File: src/rtl/core/vrl_pkg.sv
package vrl_pkg;

   localparam int COORD_BITS = 16;
   localparam int LEN_BITS   = 15;
   localparam int OUT_BITS   = 16;
   localparam int SUM_BITS   = 2 * COORD_BITS;
   localparam int PROD_BITS  = COORD_BITS + LEN_BITS;
   localparam int NUM_BITS   = 2 * PROD_BITS;
   localparam int QUO_BITS   = 2 * LEN_BITS;
   localparam int FRONT_LAT  = 3;
   localparam int SIDE_LAT   = QUO_BITS + LEN_BITS;
   localparam int PIPE_LAT   = FRONT_LAT + SIDE_LAT + 1;

   typedef struct packed {
      logic signed [COORD_BITS-1:0] dir_x;
      logic signed [COORD_BITS-1:0] dir_y;
      logic        [LEN_BITS-1:0]   target_length;
   } req_type;

   typedef struct packed {
      logic signed [OUT_BITS-1:0] out_x;
      logic signed [OUT_BITS-1:0] out_y;
      logic                       zero_vector;
   } rsp_type;

   typedef struct packed {
      logic neg_x;
      logic neg_y;
      logic zero;
   } side_type;

endpackage

File: src/rtl/core/vrl_sqrt.sv
module vrl_sqrt (
   input  logic                          clock,
   input  logic                          adv,
   input  logic [vrl_pkg::QUO_BITS-1:0]  rad,
   output logic [vrl_pkg::LEN_BITS-1:0]  root
);
   import vrl_pkg::*;

   localparam int TW = QUO_BITS + 1;

   logic [QUO_BITS-1:0] rem_ff  [0:LEN_BITS-2];
   logic [LEN_BITS-1:0] root_ff [0:LEN_BITS-1];

   for (genvar k = 0; k < LEN_BITS; k++) begin : g_stage
      localparam int B = LEN_BITS - 1 - k;
      logic [QUO_BITS-1:0] rem_cur, rem_in;
      logic [LEN_BITS-1:0] root_cur, root_in;
      logic [TW-1:0]       trial;
      logic                take;

      if (k == 0) begin : g_first
         assign rem_cur  = rad;
         assign root_cur = '0;
      end else begin : g_next
         assign rem_cur  = rem_ff[k-1];
         assign root_cur = root_ff[k-1];
      end

      // (q + 2^b)^2 - q^2 = q*2^(b+1) + 2^(2b)
      assign trial   = (TW'(root_cur) << (B + 1)) | (TW'(1) << (2 * B));
      assign take    = TW'(rem_cur) >= trial;
      assign rem_in  = take ? QUO_BITS'(TW'(rem_cur) - trial) : rem_cur;
      assign root_in = root_cur | (take ? LEN_BITS'(1) << B : '0);

      always_ff @(posedge clock) begin
         if (adv) begin
            root_ff[k] <= root_in;
         end
      end

      if (k < LEN_BITS - 1) begin : g_keep
         always_ff @(posedge clock) begin
            if (adv) begin
               rem_ff[k] <= rem_in;
            end
         end
      end
   end

   assign root = root_ff[LEN_BITS-1];

endmodule

File: config.mk
export PLATFORM = sky130hd
export DESIGN_NAME = vrl_sqrt
export DESIGN_NICKNAME = d
export VERILOG_FILES = /design/src/rtl/core/vrl_pkg.sv /design/src/rtl/core/vrl_sqrt.sv
export SDC_FILE = /design/constraint.sdc
export NUM_CORES = 1
export LEC_CHECK = 0
export ABC_AREA = 0
export BUFFER_PORTS_ARGS = -buffer_cell sky130_fd_sc_hd__buf_2
export CAP_MARGIN = 20
export CORE_ASPECT_RATIO = 2
export CORE_MARGIN = 1.5
export CORE_UTILIZATION = 55
export CTS_CLUSTER_DIAMETER = 60
export DETAILED_ROUTE_END_ITERATION = 7
export PLACE_DENSITY = 0.71
export SYNTH_ARGS = -nofsm -noshare
export SYNTH_HDL_FRONTEND = slang
export SYNTH_SLANG_ARGS = --single-unit
File: constraint.sdc
create_clock -name clock -period 3.7 [get_ports clock]
set_input_delay 0.555 -clock clock [delete_from_list [all_inputs] [get_ports clock]]
set_output_delay 0.555 -clock clock [all_outputs]
set_load 0.01 [all_outputs]
# Word level (Yosys, flattened, before mapping)
# Memories as Yosys holds them, arrays and structs flattened.
# Index checks and enable logic that the tools add are counted.
[classes]
div_mod_pow = 0
n_lt_le_gt_ge = 15
shifts = 0
n_mul = 0
addsub = 14
eq_ne = 0
reduce_logical = 0
n_bitwise = 14
muxes = 31
[ops]
columns = ["op", "count"]
rows = [
  ["30-bit 2-to-1 mux", 14],
  ["30-bit by 16-bit greater-or-equal comparator with 1-bit output", 1],
  ["30-bit by 17-bit greater-or-equal comparator with 1-bit output", 1],
  ["30-bit by 18-bit greater-or-equal comparator with 1-bit output", 1],
  ["30-bit by 19-bit greater-or-equal comparator with 1-bit output", 1],
  ["30-bit by 20-bit greater-or-equal comparator with 1-bit output", 1],
  ["30-bit by 21-bit greater-or-equal comparator with 1-bit output", 1],
  ["30-bit by 22-bit greater-or-equal comparator with 1-bit output", 1],
  ["30-bit by 23-bit greater-or-equal comparator with 1-bit output", 1],
  ["30-bit by 24-bit greater-or-equal comparator with 1-bit output", 1],
  ["30-bit by 25-bit greater-or-equal comparator with 1-bit output", 1],
  ["30-bit by 26-bit greater-or-equal comparator with 1-bit output", 1],
  ["30-bit by 27-bit greater-or-equal comparator with 1-bit output", 1],
  ["30-bit by 28-bit greater-or-equal comparator with 1-bit output", 1],
  ["30-bit by 29-bit greater-or-equal comparator with 1-bit output", 1],
  ["30-bit by 29-bit greater-or-equal comparator with 1-bit output (second input constant)", 1],
  ["30-bit by 17-bit subtractor with 30-bit output", 1],
  ["30-bit by 18-bit subtractor with 30-bit output", 1],
  ["30-bit by 19-bit subtractor with 30-bit output", 1],
  ["30-bit by 20-bit subtractor with 30-bit output", 1],
  ["30-bit by 21-bit subtractor with 30-bit output", 1],
  ["30-bit by 22-bit subtractor with 30-bit output", 1],
  ["30-bit by 23-bit subtractor with 30-bit output", 1],
  ["30-bit by 24-bit subtractor with 30-bit output", 1],
  ["other kinds (35)", 37],
]
[word_totals]
word_cells = 76
romBits = 0
input_bits = 32
mem_bits_rw = 645
reg_bits = 0
latch_bits = 0
out_inout_bits = 15
n_memories = 2
[memory_table]
columns = ["memory", "words", "word_bits", "rd", "rd_clocked_by_memory_dff", "write_ports", "line", "rtl"]
rows = [
  ["rem_ff", 14, 30, 14, 0, 14, "vrl_sqrt.sv:11", "logic [QUO_BITS-1:0] rem_ff [0:LEN_BITS-2];"],
  ["root_ff", 15, 15, 15, 0, 15, "vrl_sqrt.sv:12", "logic [LEN_BITS-1:0] root_ff [0:LEN_BITS-1];"],
]

# Logic depth before layout (Yosys ltp)
# An unclocked memory read counts as a cell.
[logic_depth]
depth_word = 4
ltp_mapped = 11
depth_no_buf = 10

# Worst setup path before layout
# No wires, ideal clock.
[synth_path]
path_kind = "reg2reg"
start = "mem rem_ff[0][224] in the netlist's numbering"
end = "mem rem_ff[1][19] in the netlist's numbering, data pin"
setup_slack_ps = 1110
synth_period_minus_slack_ps = 2590
t_required_ps = 3439
path_buffers = 1
path_stages_with_launch = 10
setup_time_ps = 261
t_arrival_ps = 2329
path_cell_list = "edfxtp_1 > ha_1 > nor2b_1 > o31a_1 > o31a_1 > a221oi_2 > nand2_1 > buf_2 > nor2_1 > a21oi_1"
[synth_rtl]
columns = ["element", "line"]
rows = [
  ["start, declared", "vrl_sqrt.sv:11"],
]

==> impl_metrics.yaml <==
detailed_routing:
  wl_mm: 56.21
  drt-initial-drc-count: 745
  drt-vias-per-instance: 5.883
  num_vias: 15467
  post_drt_wl_per_cell_um: 21.38
  ant_nets: 0
  drc: 0
  dr.pass1.iters: 5
floorplan:
  die_x_um: 154.8
  start_util: 0.5548
  die_h_um: 306.6
  num_io_pins: 47
  rows: 111
  coreArea_um2: 45690
  fp.dieArea_um2: 47470
job:
  max-cap-violations: 0
layout:
  stdcell_count: 2629
  layout-drive-gt1-share: 0.09109
  nFillCells: 3416
  diodes: 0
  nets: 2192
  area_growth_pct: 11.07
sta:
  rsz0062_at_grt: "no"
  fin_crit_sh: 0.9256
  setup_viol: 0
  period_needed_ns: 3.425
  worstMarginPinSlew_ns: 1.148
  max_freq_mhz: 292.0
  hold_viol: 0
  relSlewSlack: 0.2237
  finalClockSkew_ns: 0.01239
  finalSetupTns_ns: 0
  layout_setup_ws_ns: 0.2754
  finalMaxSlewViolations: 0
clocking:
  cts_hold_buf: 0
  post_cts_resized: 0
  cts_setup_buffers: 0
  numCtsBuffers: 48
  htreeDepth: 2
  clock_latency_ns: 0.59
  clkSinkCount: 540
  clkTransAtPathRegs_ns: 0.07
  root_buffer: "clkbuf_16"
  cts_tree: "yes"
  clockBufferDepth: 3
min_path:
  hold_class: "input pin to flop"
place:
  dp_slack_ns: 0.1449
  dp_cells: 2544
  io_buffers: 46
  gp_congestion: 0.9322
  hpwl_mm: 42.98
synth:
  synth_ff_type: "edfxtp_1"
  ys_types: 74
  yosysTopAreaCell: "edfxtp_1"
  synth-seq-cells: 540
  synth_xor_area_frac: 0.05942
  synth_cells: 1920
  synthMuxAreaShare: 0.01224
  synth_compound_area_frac: 0.08296
  synth_simple_gate_area_frac: 0.1140
  synth_area_um2: 25350
  syn_avg_cell_area_um2: 13.20
  synth-adder-area-share: 0.06465
  synth_top_cell_area_share: 0.6396
  synth-edff-count: 540
  async_flop_share: 0
  synth_warnings: 0
  synth_top_family_by_area: "simple AND/OR/NAND/NOR gates"
  synthTopCellsByArea: "edfxtp_1 (64%), ha_1 (6.5%), xnor2_1 (3.5%)"
  seq_area_frac_synth: 0.6396
  syn_nets: 2083
critical_path:
  crit_fanout: 24
  worstSetupPathType: "flop to flop"
  crit_arrival_ns: 3.75
  setup.worst_path.end_class: "flop"
  cp_data_required_time_ns: 4.03
  cp-start-kind: "flop"
  r2r_setup_slack_ns: 0.28
global_routing:
  grt_pass1_wl_mm: 84.84
  first_global_vias: 16982
  antenna_found_initial: 0
  overflow: 0
  grt_max_degree: 88
  grt_usage: 0.2406
pwr:
  ir_worst_vdd_mv: 0.4382
  p_leak_nw: 10.63
  p_per_area_nw_per_um2: 578.7
outcome:
  outcome: "complete, no violations"
-- flip-flops by register name (all words and copies together) (netlist names) --
name / flops
root_ff: 120
rem_ff: 420
-- area by class of cell --
| type | count | area [µm²] | share of cell area |
|---|---|---|---|
| clock buffer | 55 | 1227 | 0.04359 |
| inverter | 153 | 574.3 | 0.02040 |
| timing repair buffer | 81 | 588.1 | 0.02089 |
| sequential | 540 | 16220 | 0.5759 |
| multi-input combinational | 1205 | 8463 | 0.3006 |
| clock inverter | 30 | 381.6 | 0.01355 |
| tap | 565 | 706.9 | 0.02511 |
-- metal layers --
| layer | part of all wire | global-route usage | wire length, µm |
|---|---|---|---|
| met3 | 0.022 | 0.02452 | 1227 |
| met5 | 0 | 0 | 0 |
| met2 | 0.63 | 0.5463 | 35570 |
| met1 | 0.25 | 0.1464 | 14240 |
| met4 | 0.092 | 0.1988 | 5182 |
-- logic make-up (layout without fill, tap and decap cells) --
logic type / after synthesis / count (layout)
simple gates: 538 / 538
mux: 28 / 28
xor+xnor: 172 / 172
compound gates: 336 / 336
buf+inv: 175 / 319
flops: 540 / 540
fa+ha+maj: 131 / 131
-- where the power goes --
group / switching (mW) / internal (mW)
sequential: 0.517 / 7.71
clock: 2.25 / 2.90
combinational: 1.70 / 1.22
-- worst max-delay path, stage by stage, from the launching register on --
cell	delay [ns]
edfxtp_1	0.40
ha_1	0.38
a21oi_1	0.40
o221ai_1	0.23
nor4_1	0.58
o211a_1	0.43
buf_4	0.34
inv_2	0.10
mux2_1	0.32
-- cell usage in the layout, fill, tap and decap left out, drive strengths merged, types with 55 or more instances in the layout --
cell,netlist,final
edfxtp,540,540
nand2,109,109
o21ai,84,84
clkbuf,9,55
inv,153,157
ha,131,131
a21oi,112,112
xor2,71,71
buf,13,81
nor2,127,127
nor4,66,66
xnor2,101,101
-- metrics by stage --
stage	hold slack [ns]	total power, mW	instance area [µm²]	util
2_1_floorplan	0.4166	10.22	25350	-
3_3_place_gp	0.4209	11.11	26540	0.5809
3_5_place_dp	0.4269	11.25	26550	0.5810
4_1_cts	0.1198	16.38	28160	0.6162
5_1_grt	0.1226	16.95	28160	0.6162
6_report	0.1423	16.29	28160	0.6162
-- final timing paths --
check	startpoint	end	depth (start not counted)
max reg2reg	rem_ff[1][133]	rem_ff[1][163]	8
min	rad[22]	rem_ff[0][22]	1
max	rem_ff[1][133]	rem_ff[1][163]	8
min reg2reg	rem_ff[0][163]	rem_ff[0][193]	0
-- synth_stat cells, types with 31 or more instances --
| cell type | count |
|---|---|
| nor3_1 | 45 |
| xnor2_1 | 101 |
| xor2_1 | 71 |
| nor4_1 | 60 |
| o21ai_0 | 74 |
| edfxtp_1 | 540 |
| ha_1 | 131 |
| nand2b_1 | 31 |
| nand3_1 | 31 |
| a21oi_1 | 112 |
| inv_1 | 151 |
| nand2_1 | 109 |
| nor2_1 | 127 |
(Power assumes the default switching activity.)
